### src/rtl/assert_macros.svh
// ----------------------------------------------------------------------------
// assertion macros
// concurrent assertion forms for the resampler rtl
// ----------------------------------------------------------------------------
`ifndef ASSERT_MACROS_SVH
`define ASSERT_MACROS_SVH

// same-cycle implication
`define ASSERT_IMP(lbl, clk, rstn, ante, cons) \
	lbl: assert property (@(posedge clk) disable iff (!rstn) (ante) |-> (cons)) \
	else $error("same-cycle implication failed");

// next-cycle implication
`define ASSERT_NXT(lbl, clk, rstn, ante, cons) \
	lbl: assert property (@(posedge clk) disable iff (!rstn) (ante) |=> (cons)) \
	else $error("next-cycle implication failed");

`endif

### src/rtl/vlr_pkg.sv
// ----------------------------------------------------------------------------
// vlr_pkg
// shared types and constants of the varispeed loop resampler
// ----------------------------------------------------------------------------
package vlr_pkg;

	// register indexes
	localparam logic [2:0] REG_SPEED = 3'd0;
	localparam logic [2:0] REG_MODE  = 3'd1;
	localparam logic [2:0] REG_LEN   = 3'd2;
	localparam logic [2:0] REG_FADE  = 3'd3;
	localparam logic [2:0] REG_DECAY = 3'd4;
	localparam logic [2:0] REG_FLOOR = 3'd5;

	// loop modes
	localparam logic [1:0] LM_NONE  = 2'd0;
	localparam logic [1:0] LM_PLAIN = 2'd1;
	localparam logic [1:0] LM_FADE  = 2'd2;
	localparam logic [1:0] LM_DECAY = 2'd3;

	// priming counter codes
	localparam logic [1:0] PRIME_NONE = 2'd0;
	localparam logic [1:0] PRIME_ONE  = 2'd1;
	localparam logic [1:0] PRIME_DONE = 2'd2;

	// seam ramp is at most an eighth of the loop
	localparam int SEAM_SHIFT  = 3;
	localparam int DECAY_SHIFT = 16;

	localparam logic [1:0]  MODE_RST  = 2'd0;
	localparam logic [31:0] LEN_RST   = 32'd0;
	localparam logic [15:0] FADE_RST  = 16'd256;
	localparam logic [15:0] DECAY_RST = 16'd58982;
	localparam logic [15:0] FLOOR_RST = 16'd655;
	localparam logic [31:0] POS_RST   = 32'd2;

	typedef struct packed {
		logic load;
		logic upd;
		logic env;
		logic div;
		logic mul;
		logic add;
		logic scl;
		logic emit;
	} vlr_cmd_t;

	typedef struct packed {
		logic emit_go;
		logic need_div;
		logic div_done;
		logic out_free;
		logic last;
	} vlr_sts_t;

endpackage

### src/rtl/vlr_cfg.sv
// ----------------------------------------------------------------------------
// vlr_cfg
// configuration register file, one write transaction per register
// ----------------------------------------------------------------------------
module vlr_cfg import vlr_pkg::*; #(
	parameter int FRAC_BITS = 16
) (
	input  logic                 clk,
	input  logic                 arst_n,
	input  logic                 cfg_valid,
	input  logic [2:0]           cfg_index,
	input  logic [31:0]          cfg_data,
	output logic [FRAC_BITS+1:0] speed_step,
	output logic [1:0]           loop_mode,
	output logic [31:0]          loop_length,
	output logic [15:0]          fade_length,
	output logic [15:0]          decay_factor,
	output logic [15:0]          gain_floor
);

	localparam logic [FRAC_BITS+1:0] SPEED_RST = {2'b01, {FRAC_BITS{1'b0}}};

	always_ff @(posedge clk or negedge arst_n) begin
		if (!arst_n) begin
			speed_step   <= SPEED_RST;
			loop_mode    <= MODE_RST;
			loop_length  <= LEN_RST;
			fade_length  <= FADE_RST;
			decay_factor <= DECAY_RST;
			gain_floor   <= FLOOR_RST;
		end else if (cfg_valid) begin
			case (cfg_index)
				REG_SPEED: speed_step   <= cfg_data[FRAC_BITS+1:0];
				REG_MODE:  loop_mode    <= cfg_data[1:0];
				REG_LEN:   loop_length  <= cfg_data;
				REG_FADE:  fade_length  <= cfg_data[15:0];
				REG_DECAY: decay_factor <= cfg_data[15:0];
				REG_FLOOR: gain_floor   <= cfg_data[15:0];
				default: ;
			endcase
		end
	end

endmodule

### src/rtl/vlr_ctrl.sv
// ----------------------------------------------------------------------------
// vlr_ctrl
// sequencer: frame update, seam division, interpolation and output steps
// ----------------------------------------------------------------------------
`include "assert_macros.svh"

module vlr_ctrl import vlr_pkg::*; (
	input  logic     clk,
	input  logic     arst_n,
	input  logic     in_valid,
	output logic     in_stall,
	input  vlr_sts_t sts,
	output vlr_cmd_t cmd
);

	localparam logic [2:0] S_IDLE = 3'd0;
	localparam logic [2:0] S_UPD  = 3'd1;
	localparam logic [2:0] S_ENV  = 3'd2;
	localparam logic [2:0] S_DIV  = 3'd3;
	localparam logic [2:0] S_INT  = 3'd4;
	localparam logic [2:0] S_ADD  = 3'd5;
	localparam logic [2:0] S_SCL  = 3'd6;
	localparam logic [2:0] S_OUT  = 3'd7;

	logic [2:0] state_q, state_d;
	logic       acc;

	assign in_stall = (state_q != S_IDLE);
	assign acc      = in_valid && !in_stall;

	always_comb begin
		cmd      = '0;
		state_d  = state_q;
		cmd.load = acc;
		case (state_q)
			S_IDLE: begin
				if (acc) state_d = S_UPD;
			end
			S_UPD: begin
				cmd.upd = 1'b1;
				state_d = sts.emit_go ? S_ENV : S_IDLE;
			end
			S_ENV: begin
				cmd.env = 1'b1;
				state_d = sts.need_div ? S_DIV : S_INT;
			end
			S_DIV: begin
				cmd.div = 1'b1;
				if (sts.div_done) state_d = S_INT;
			end
			S_INT: begin
				cmd.mul = 1'b1;
				state_d = S_ADD;
			end
			S_ADD: begin
				cmd.add = 1'b1;
				state_d = S_SCL;
			end
			S_SCL: begin
				cmd.scl = 1'b1;
				state_d = S_OUT;
			end
			S_OUT: begin
				if (sts.out_free) begin
					cmd.emit = 1'b1;
					state_d  = sts.last ? S_IDLE : S_INT;
				end
			end
			default: state_d = S_IDLE;
		endcase
	end

	always_ff @(posedge clk or negedge arst_n) begin
		if (!arst_n) begin
			state_q <= S_IDLE;
		end else begin
			state_q <= state_d;
		end
	end

	`ASSERT_NXT(a_acc_upd, clk, arst_n, acc, state_q == S_UPD)
	`ASSERT_NXT(a_last_idle, clk, arst_n, cmd.emit && sts.last, state_q == S_IDLE)
	`ASSERT_NXT(a_div_int, clk, arst_n, cmd.div && sts.div_done, state_q == S_INT)

endmodule

### src/rtl/vlr_dp.sv
// ----------------------------------------------------------------------------
// vlr_dp
// frame, phase, loop and gain state with the interpolation datapath
// ----------------------------------------------------------------------------
module vlr_dp import vlr_pkg::*; #(
	parameter int SAMPLE_BITS = 24,
	parameter int FRAC_BITS   = 16
) (
	input  logic                          clk,
	input  logic                          arst_n,
	input  logic signed [SAMPLE_BITS-1:0] source_sample,
	input  logic                          restart,
	input  logic [FRAC_BITS+1:0]          speed_step,
	input  logic [1:0]                    loop_mode,
	input  logic [31:0]                   loop_length,
	input  logic [15:0]                   fade_length,
	input  logic [15:0]                   decay_factor,
	input  logic [15:0]                   gain_floor,
	input  logic                          out_stall,
	input  vlr_cmd_t                      cmd,
	output vlr_sts_t                      sts,
	output logic                          out_valid,
	output logic signed [SAMPLE_BITS-1:0] out_sample,
	output logic                          last_of_run,
	output logic                          stop_request
);

	localparam int S   = SAMPLE_BITS;
	localparam int F   = FRAC_BITS;
	localparam int PW  = F + 2;
	localparam int GW  = F + 1;
	localparam int DW  = S + 1;
	localparam int P1W = DW + F + 1;
	localparam int P2W = DW + GW + 1;
	localparam int CW  = $clog2(F);

	localparam logic [PW-1:0] PH_ONE  = {2'b01, {F{1'b0}}};
	localparam logic [PW-1:0] PH_HALF = {3'b001, {(F-1){1'b0}}};
	localparam logic [PW-1:0] PH_TWO  = {2'b10, {F{1'b0}}};
	localparam logic [GW-1:0] G_ONE   = {1'b1, {F{1'b0}}};
	localparam logic signed [P2W-1:0] SAT_HI = {{(P2W-S+1){1'b0}}, {(S-1){1'b1}}};
	localparam logic signed [P2W-1:0] SAT_LO = {{(P2W-S+1){1'b1}}, {(S-1){1'b0}}};

	logic signed [S-1:0]   smp_q, cur_q, nxt_q;
	logic                  rst_q;
	logic [PW-1:0]         phase_q;
	logic [31:0]           pos_q, f_q, rem_q;
	logic [GW-1:0]         gain_q, env_q;
	logic [1:0]            prime_q;
	logic                  stop_q, cnt_q;
	logic [F-1:0]          quo_q;
	logic [CW-1:0]         dcnt_q;
	logic signed [P1W-1:0] prod_s1;
	logic signed [DW-1:0]  v_s2;
	logic signed [P2W-1:0] prod_s3;

	// step clamp
	logic [PW-1:0] step_c;
	always_comb begin
		if (speed_step < PH_HALF)     step_c = PH_HALF;
		else if (speed_step > PH_TWO) step_c = PH_TWO;
		else                          step_c = speed_step;
	end

	// frame update terms
	logic                   prime0, track, wrap, below;
	logic [PW-1:0]          ph_sub;
	logic [32:0]            pos_nx;
	logic [GW+15:0]         gain_prod;
	logic [GW-1:0]          gain_new;
	logic [31:0]            f_c;
	assign prime0    = rst_q || (prime_q == PRIME_NONE);
	assign ph_sub    = (phase_q >= PH_ONE) ? phase_q - PH_ONE : phase_q;
	assign track     = (loop_length != 32'd0) && (loop_mode != LM_NONE);
	assign pos_nx    = {1'b0, pos_q} + 33'd1;
	assign wrap      = pos_nx >= {1'b0, loop_length};
	assign gain_prod = gain_q * decay_factor;
	assign gain_new  = GW'(gain_prod >> DECAY_SHIFT);
	assign below     = 32'(gain_new) < 32'(gain_floor);
	assign f_c = (loop_length >= 32'({fade_length, 3'b000})) ? 32'(fade_length)
		: (loop_length >> SEAM_SHIFT);

	// seam envelope terms
	logic        env_on, seam_lo, seam_hi;
	logic [31:0] num;
	assign env_on  = (loop_mode == LM_FADE) && (loop_length != 32'd0);
	assign seam_lo = pos_q < f_q;
	assign seam_hi = pos_q > (loop_length - f_q);
	assign num = seam_lo ? pos_q : ((pos_q >= loop_length) ? 32'd0 : loop_length - pos_q);

	// restoring division step
	logic [32:0]  rem2;
	logic         ge;
	logic [F-1:0] quo_n;
	assign rem2  = {rem_q, 1'b0};
	assign ge    = rem2 >= {1'b0, f_q};
	assign quo_n = {quo_q[F-2:0], ge};

	// interpolation and scaling
	logic signed [DW-1:0]  cur_x, diff;
	logic [GW-1:0]         scale;
	logic signed [P2W-1:0] sh;
	logic [PW-1:0]         ph_nx;
	assign cur_x = DW'(cur_q);
	assign diff  = DW'(nxt_q) - cur_x;
	assign scale = env_on ? env_q : ((loop_mode == LM_DECAY) ? gain_q : G_ONE);
	assign sh    = prod_s3 >>> F;
	assign ph_nx = phase_q + step_c;

	assign sts.emit_go  = !prime0 && ((prime_q == PRIME_ONE) || (ph_sub < PH_ONE));
	assign sts.need_div = env_on && (f_q != 32'd0) && (seam_lo || seam_hi);
	assign sts.div_done = dcnt_q == CW'(F - 1);
	assign sts.out_free = !out_valid || !out_stall;
	assign sts.last     = cnt_q || (ph_nx >= PH_ONE);

	always_ff @(posedge clk) begin
		if (cmd.load) begin
			smp_q <= source_sample;
			rst_q <= restart;
		end
		if (cmd.upd) f_q <= f_c;
		if (cmd.mul) prod_s1 <= diff * $signed({1'b0, phase_q[F-1:0]});
		if (cmd.add) v_s2 <= cur_x + DW'(prod_s1 >>> F);
		if (cmd.scl) prod_s3 <= v_s2 * $signed({1'b0, scale});
		if (cmd.env) begin
			rem_q  <= num;
			quo_q  <= '0;
			dcnt_q <= '0;
			env_q  <= G_ONE;
		end
		if (cmd.div) begin
			rem_q  <= ge ? 32'(rem2 - {1'b0, f_q}) : rem2[31:0];
			quo_q  <= quo_n;
			dcnt_q <= dcnt_q + CW'(1);
			if (sts.div_done) env_q <= {1'b0, quo_n};
		end
		if (cmd.emit) begin
			if (sh > SAT_HI)      out_sample <= SAT_HI[S-1:0];
			else if (sh < SAT_LO) out_sample <= SAT_LO[S-1:0];
			else                  out_sample <= sh[S-1:0];
			last_of_run  <= sts.last;
			stop_request <= stop_q;
		end
	end

	always_ff @(posedge clk or negedge arst_n) begin
		if (!arst_n) begin
			cur_q     <= '0;
			nxt_q     <= '0;
			phase_q   <= '0;
			pos_q     <= POS_RST;
			gain_q    <= G_ONE;
			prime_q   <= PRIME_NONE;
			stop_q    <= 1'b0;
			cnt_q     <= 1'b0;
			out_valid <= 1'b0;
		end else begin
			if (cmd.upd) begin
				cnt_q <= 1'b0;
				if (prime0 || (prime_q == PRIME_ONE)) begin
					if (prime0) begin
						cur_q   <= smp_q;
						prime_q <= PRIME_ONE;
					end else begin
						nxt_q   <= smp_q;
						prime_q <= PRIME_DONE;
					end
					phase_q <= '0;
					pos_q   <= POS_RST;
					gain_q  <= G_ONE;
					stop_q  <= 1'b0;
				end else begin
					phase_q <= ph_sub;
					cur_q   <= nxt_q;
					nxt_q   <= smp_q;
					if (track) begin
						if (wrap) begin
							pos_q <= '0;
							if (loop_mode == LM_DECAY) begin
								gain_q <= below ? '0 : gain_new;
								if (below) stop_q <= 1'b1;
							end
						end else begin
							pos_q <= pos_nx[31:0];
						end
					end
				end
			end
			if (cmd.emit) begin
				phase_q   <= ph_nx;
				cnt_q     <= 1'b1;
				out_valid <= 1'b1;
			end else if (!out_stall) begin
				out_valid <= 1'b0;
			end
		end
	end

endmodule

### src/rtl/varispeed_loop_resampler.sv
// ----------------------------------------------------------------------------
// varispeed_loop_resampler
// linear-interpolation varispeed playback of a looped source stream
// ----------------------------------------------------------------------------
// One source frame per input transaction gives zero, one or two output
// transactions. The block works on one frame at a time: the frame is taken
// in the idle state, the update state refreshes frame, phase, loop position
// and decay gain, the envelope state sets up the seam envelope when the frame
// gives output, and in faded mode near a seam a restoring divider runs; each
// output then passes through the multiply, add, scale and output register
// steps, and the output step waits while the output is stalled. Outputs sit in
// a register so a new frame may be taken while the last output waits.
// Configuration is to be written by the user only while idle; the block itself
// does not enforce this.
module varispeed_loop_resampler import vlr_pkg::*; #(
	parameter int SAMPLE_BITS = 24,
	parameter int FRAC_BITS   = 16
) (
	input  logic                          clk,
	input  logic                          arst_n,
	// input frames
	input  logic                          in_valid,
	output logic                          in_stall,
	input  logic signed [SAMPLE_BITS-1:0] source_sample,
	input  logic                          restart,
	// output samples
	output logic                          out_valid,
	input  logic                          out_stall,
	output logic signed [SAMPLE_BITS-1:0] out_sample,
	output logic                          last_of_run,
	output logic                          stop_request,
	// register writes
	input  logic                          cfg_valid,
	output logic                          cfg_ready,
	input  logic [2:0]                    cfg_index,
	input  logic [31:0]                   cfg_data
);

	logic [FRAC_BITS+1:0] speed_step;
	logic [1:0]           loop_mode;
	logic [31:0]          loop_length;
	logic [15:0]          fade_length, decay_factor, gain_floor;
	vlr_cmd_t             cmd;
	vlr_sts_t             sts;

	// register writes always complete in one transaction
	assign cfg_ready = 1'b1;

	vlr_cfg #(.FRAC_BITS(FRAC_BITS)) u_cfg (
		.clk          (clk),
		.arst_n       (arst_n),
		.cfg_valid    (cfg_valid),
		.cfg_index    (cfg_index),
		.cfg_data     (cfg_data),
		.speed_step   (speed_step),
		.loop_mode    (loop_mode),
		.loop_length  (loop_length),
		.fade_length  (fade_length),
		.decay_factor (decay_factor),
		.gain_floor   (gain_floor)
	);

	// sequencer
	vlr_ctrl u_ctrl (
		.clk      (clk),
		.arst_n   (arst_n),
		.in_valid (in_valid),
		.in_stall (in_stall),
		.sts      (sts),
		.cmd      (cmd)
	);

	// state, divider, multiplier and output register
	vlr_dp #(.SAMPLE_BITS(SAMPLE_BITS), .FRAC_BITS(FRAC_BITS)) u_dp (
		.clk           (clk),
		.arst_n        (arst_n),
		.source_sample (source_sample),
		.restart       (restart),
		.speed_step    (speed_step),
		.loop_mode     (loop_mode),
		.loop_length   (loop_length),
		.fade_length   (fade_length),
		.decay_factor  (decay_factor),
		.gain_floor    (gain_floor),
		.out_stall     (out_stall),
		.cmd           (cmd),
		.sts           (sts),
		.out_valid     (out_valid),
		.out_sample    (out_sample),
		.last_of_run   (last_of_run),
		.stop_request  (stop_request)
	);

endmodule

### config.mk
export PLATFORM = sky130hd
export DESIGN_NAME = varispeed_loop_resampler
export DESIGN_NICKNAME = d
export VERILOG_FILES = /design/src/rtl/vlr_pkg.sv /design/src/rtl/vlr_cfg.sv /design/src/rtl/vlr_ctrl.sv /design/src/rtl/vlr_dp.sv /design/src/rtl/varispeed_loop_resampler.sv
export VERILOG_INCLUDE_DIRS = /design/src /design/src/rtl
export SDC_FILE = /design/constraint.sdc
export NUM_CORES = 2
export LEC_CHECK = 0
export ABC_AREA = 1
export BUFFER_PORTS_ARGS = -buffer_cell sky130_fd_sc_hd__buf_4
export CORE_MARGIN = 2
export CORE_UTILIZATION = 45
export DETAILED_ROUTE_END_ITERATION = 10
export SYNTH_ARGS = -nofsm -noshare
export SYNTH_HDL_FRONTEND = slang
export SYNTH_SLANG_ARGS = --single-unit
### constraint.sdc
create_clock -name clk -period 19.6 [get_ports clk]
set_input_delay 0 -clock clk [delete_from_list [all_inputs] [get_ports clk]]
set_output_delay 0 -clock clk [all_outputs]
set_load 0.02 [all_outputs]
Word level (Yosys, flattened, before mapping) --
Cells that the tools add are included. W data, S select, Z words.
Word-level totals: flip-flop bits (word level) 483, input bits 65, output and inout bits 29, logic and storage cells 179
Operators by class: add/subtract/negate cells 9, $mul 3, $lt $le $gt $ge 14, equal/unequal tests 22, muxes and demuxes 59, reductions and logical operators 42
Operators with widths (count):
- $mux W32 | 8
- $mux W17 | 10
- $mux W24 | 5
- $mux W18 | 6
- $sub A32 B32 Y32 | 3
- $ge A33 B32 Y1 | 2
- $reduce_bool A32 Y1 | 2
- $mul A25 B18 Y43 | 1
- $mul A25 B17 Y41 | 1
- $ge A18 B17 Y1 const B | 2
- $add A32 B1 Y33 const B | 1
- $mul A17 B16 Y33 | 1
- $ge A32 B19 Y1 | 1
- $ge A32 B32 Y1 | 1
- $gt A32 B32 Y1 | 1
- $lt A32 B32 Y1 | 1
- $mux W15 | 2
- $gt A27 B24 Y1 const B | 1
- $lt A27 B24 Y1 const B | 1
- $add A24 B25 Y25 | 1
- $sub A24 B24 Y25 | 1
- $pmux W3 S8 | 1
- $reduce_and A2 Y1 | 10
- $add A18 B18 Y18 | 1
- other kinds (29) | 85

Logic depth before layout (Yosys ltp) --
depth after elaboration 9, mapped depth 41, mapped depth without buffers 41

Hierarchy --
From an unflattened synthesis, not the netlist that was laid out.
Second synthesis, totals: cell total of the unflattened synthesis 8590, area, all modules 68748.4 µm²
Modules (own cells, without submodules):
- vlr_dp | instances 1, cells an instance 8097, area each 64408.0 µm², sequential area each 9591.7 µm²
- vlr_cfg | instances 1, cells an instance 444, area each 4050.1 µm², sequential area each 2523.7 µm²
- vlr_ctrl | instances 1, cells an instance 47, area each 279.0 µm², sequential area each 75.1 µm²
- varispeed_loop_resampler | instances 1, cells an instance 2, area each 11.3 µm², sequential area each 0.0 µm²

Least setup slack after synthesis --
OpenSTA, ideal clock, no wires.
kind reg-to-reg, start register u_cfg.decay_factor[15], end register u_dp.gain_q[4], setup time 0.065 ns, arrival 6.895 ns, required time 19.535 ns, path slack 12.640 ns, cell stages (with the launch flop) 30, buffers on the path 2, period minus slack after synthesis 6.960 ns, path through dfstp_2 clkbuf_1 clkbuf_1 nand2_1 fa_1 fa_1 inv_1 fa_1 fa_1 fa_1 inv_1 fa_1 inv_1 ha_1 a21oi_1 nand2_1 a21oi_1 nand2_1 a21oi_1 o21bai_1 xnor2_1 inv_1 ha_1 nand2_1 o21a_1 o311ai_0 nor2_1 nor2_1 nand2_1 nand2_1
Between the ends: cells in the longest elaborated chain, start to end 7
Ends and longest elaborated chain:
- start, declared | RTL line vlr_cfg.sv:17 | output logic [15:0] decay_factor,
- start signal, assigned | RTL line vlr_cfg.sv:37 | REG_DECAY: decay_factor <= cfg_data[15:0];
- $mul A17 B16 Y33 (*) | RTL line vlr_dp.sv:77 | assign gain_prod = gain_q * decay_factor;
- $lt A17 B16 Y1 | RTL line vlr_dp.sv:79 | assign below = 32'(gain_new) < 32'(gain_floor);
- $mux W17 (*) | RTL line vlr_dp.sv:180 | gain_q <= below ? '0 : gain_new;
- $mux W17 (*) | RTL line vlr_dp.sv:179 | if (loop_mode == LM_DECAY) begin
- $mux W17 (*) | RTL line vlr_dp.sv:177 | if (wrap) begin
- $mux W17 (*) | RTL line vlr_dp.sv:176 | if (track) begin
- $mux W17 (*) | RTL line vlr_dp.sv:160 | if (prime0 || (prime_q == PRIME_ONE)) begin
- end signal, assigned | RTL line vlr_dp.sv:180
- end, declared | RTL line vlr_dp.sv:48 | logic [GW-1:0] gain_q, env_q;
Mark *: on every way between the ends. The rest lies on a longest branch, timed or not. The select of a mux whose other input is x is not followed. A chain may end at the register's enable or synchronous reset.

Final worst setup path --
start register u_cfg.loop_length[30], end register u_dp.prod_s3[41], data pin
Between the ends: cells in the longest elaborated chain, start to end 4
Ends and longest elaborated chain:
- start, declared | RTL line vlr_cfg.sv:15 | output logic [31:0] loop_length,
- start signal, assigned | RTL line vlr_cfg.sv:35 | REG_LEN: loop_length <= cfg_data;
- $reduce_bool A32 Y1 | RTL line vlr_dp.sv:86 | assign env_on = (loop_mode == LM_FADE) && (loop_length != 32'd0);
- $logic_and A1 B1 Y1 | RTL line vlr_dp.sv:86
- $mux W17 | RTL line vlr_dp.sv:106 | assign scale = env_on ? env_q : ((loop_mode == LM_DECAY) ? gain_q : G_ONE);
- $mul A25 B18 Y43 | RTL line vlr_dp.sv:124 | if (cmd.scl) prod_s3 <= v_s2 * $signed({1'b0, scale});
- end signal, assigned | RTL line vlr_dp.sv:124
- end, declared | RTL line vlr_dp.sv:55 | logic signed [P2W-1:0] prod_s3;
Every way passes these cells.

==> results.cfg <==
[outcome]
status = finished clean

[timing]
tns_ns = 0
period_needed_ns = 9.19
clock.fmax_mhz = 109
drv_slew = 0
rsz0062_at_grt = false
setup_viol = 0
tightestPinTransition_ns = 1.25
fin_crit_sh_pct = 46.9
hold_viol = 0
fin_worst_skew_ns = 0.0581
slew_headroom_pct = 16.7

[critical_path]
cp_num_buf_inv = 7
critical_path_class = reg -> reg
endpoint_kind = flop
path_max_fanout = 24
crit_family = simple AND/OR/NAND/NOR gates
slowest_stage = nor3_1
max_stage_delay_ns = 0.76
cp.arrival_ns = 9.60
start_kind = flop
crit_required_ns = 20.01

[placed_design]
placed_cell_area_sq_um = 71700
io_buffers = 92
gp_congestion = 0.961
post-dp-hpwl_microns = 180000

[yosys]
synth_area_leaders = fa_1, ha_1, inv_1, nand2_1, edfxtp_1
yosysMostFrequentCell = inv_1
ys_types = 73
synth.top_cell.area_share_pct = 29.4
synthCells = 8616
synth_ff_type = edfxtp_1
yosysWarnings = 0
syn_avg_cell_area_sq_um = 8.00
yosysSeqAreaShare_pct = 17.7
synth_area_sq_um = 68900
ys_top_cells_by_count = inv_1, nand2_1, fa_1
synth_async_sr_flop_share_pct = 49.8
ys_seq_elements = 448
synth_edf_count = 208
yosysTopAreaCell = fa_1

[job]
drv_cap = 0

[die]
rows = 143
start_util_pct = 45.3
die_h_microns = 395
fp.dieW_microns = 395
dieArea_sq_um = 156000
io_pins = 94
core_sq_um = 152000

[routing]
wire_per_inst_microns = 20.6
routedLengthMet1_microns = 102000
drc = 0
highest_layer = met5
drtIter0Drc = 4588
via_per_inst = 5.33
wl_met3_microns = 16900
vias = 57300
final_antenna_net_count = 0
routed_wl_microns = 221000
drtPass1Iterations = 6
met2_length_microns = 97000

[grt]
grt.overflow.total = 0
grt_max_degree = 68
grt_pass1_wl_microns = 345000
grt_pass1_vias = 58500
grt_antenna_before_repair = 12
gr-usage-all-layers_pct = 28.5

[clock_tree]
clk_path_buf_depth = 3
cts-buffers-inserted = 58
clk_latency_ns = 0.70
htreeDepth = 2
clkSinkCount = 448
path_clk_slew_ns = 0.06
cts_setup_buffers = 0
cts_root_buf = clkbuf_16
cts_tree = done

[cells_and_area]
drive_gt1_share_pct = 5.35
final_cell_area_sq_um = 74500
area_delta_synth_final_pct = 8.06
fin_nets = 10300

[power]
p_int_uw = 5450
pwr-share-comb_pct = 77.2
power_frac_seq_pct = 14.0
peakVddDrop_v = 0.000237
power_switching_uw = 7510
p_per_area_nw_per_um2 = 174
sw_frac_of_total_pct = 58.0
p_leak_uw = 0.0375
clkPwrFrac_pct = 8.8

[worst_hold_path]
hp-class = in -> reg
-- cell usage in the layout, fill, tap and decap left out, drive strengths merged, types with 163 or more instances in the layout --
| cell | count |
|---|---|
| edfxtp | 208 |
| nor2 | 702 |
| buf | 163 |
| nand2 | 1818 |
| o21ai | 399 |
| a21oi | 391 |
| inv | 1961 |
| ha | 581 |
| fa | 1011 |
| dfrtp | 204 |
| nand3 | 259 |
-- per-stage QoR --
stage	power (uW)	hold slack [ns]	setup WS, ns	utilization (%)	instances
finish	13000	0.0361	10.41	49.0	10700
global route	14100	0.0116	10.07	49.0	10700
CTS	12800	0.00191	10.47	49.0	10700
detailed placement	11600	0.114	10.55	47.1	10600
global placement	11500	0.105	10.62	47.1	10600
floorplan	8310	-0.296	12.64	-	8628
-- path summary, 6_finish.rpt --
check,startpoint,end,slack [ns],depth (start not counted)
max,u_cfg.loop_length[30],u_dp.prod_s3[41],10.41,32
min,source_sample[22],u_dp.smp_q[22],0.04,2
max reg2reg,u_cfg.loop_length[30],u_dp.prod_s3[41],10.41,32
min reg2reg,u_dp.quo_q[14],u_dp.env_q[15],0.45,2
max in group asynchronous,arst_n,u_dp.out_valid,17.74,4
min in group asynchronous,arst_n,u_dp.pos_q[12],0.40,3
-- registers in the layout, indices dropped and copies added (netlist names), 17 cells and up --
| signal | cells |
|---|---|
| u_dp.env_q | 17 |
| u_dp.nxt_q | 24 |
| u_cfg.speed_step | 18 |
| u_dp.prod_s1 | 25 |
| u_dp.out_sample | 24 |
| u_dp.gain_q | 17 |
| u_dp.cur_q | 24 |
| u_dp.rem_q | 32 |
| u_cfg.loop_length | 32 |
| u_dp.f_q | 29 |
| u_dp.phase_q | 18 |
| u_dp.pos_q | 32 |
| u_dp.prod_s3 | 27 |
| u_dp.smp_q | 24 |
| u_dp.v_s2 | 25 |
-- power by group through the flow --
stage	logic, uW	clock network (uW)	registers [uW]
floorplan	6690	0	1620
global placement	9670	0	1820
detailed placement	9780	0	1830
CTS	9850	1170	1810
global route	11000	1200	1850
finish	10000	1140	1820
-- routing by layer --
metal  GRT usage (%)  up-vias
met2            44.3     2036
li1                -    26500
met5               0        -
met1            41.5    28400
met3            4.85      293
met4            6.64        4
-- area by class of cell --
type | instances | area (sq um)
flip-flops and latches | 448 | 12200
inverters | 1963 | 7370
clock buffers | 75 | 1590
repair buffers | 242 | 2040
fillers | 15100 | 77600
multi-input cells | 5952 | 48300
clock inverters | 34 | 398
well taps | 2030 | 2540
diodes | 3 | 7.51
-- worst register-to-register path: cells and delay by family, from the launching register on --
kind	cells	cell delay [ns]
fa+ha+maj	7	3.25
flops	1	0.41
simple gates	17	3.48
compound gates	1	0.46
buf+inv	7	1.29
-- cells by family after synthesis --
family | share of synthesized area [%]
simple gates | 18.5
buf+inv | 12.4
fa+ha+maj | 39.9
compound gates | 8.68
flops | 17.7
xor+xnor | 2.73
other cells | 0.0109
-- repair_timing --
| action | 4_1_cts | 5_1_grt |
|---|---|---|
| endpoints found under the setup margin | 0 | 0 |
| hold endpoints to repair | 228 | 0 |
| gates resized for setup | 0 | 0 |
| hold buffers | 80 | 0 |
(Power assumes the default switching activity.)
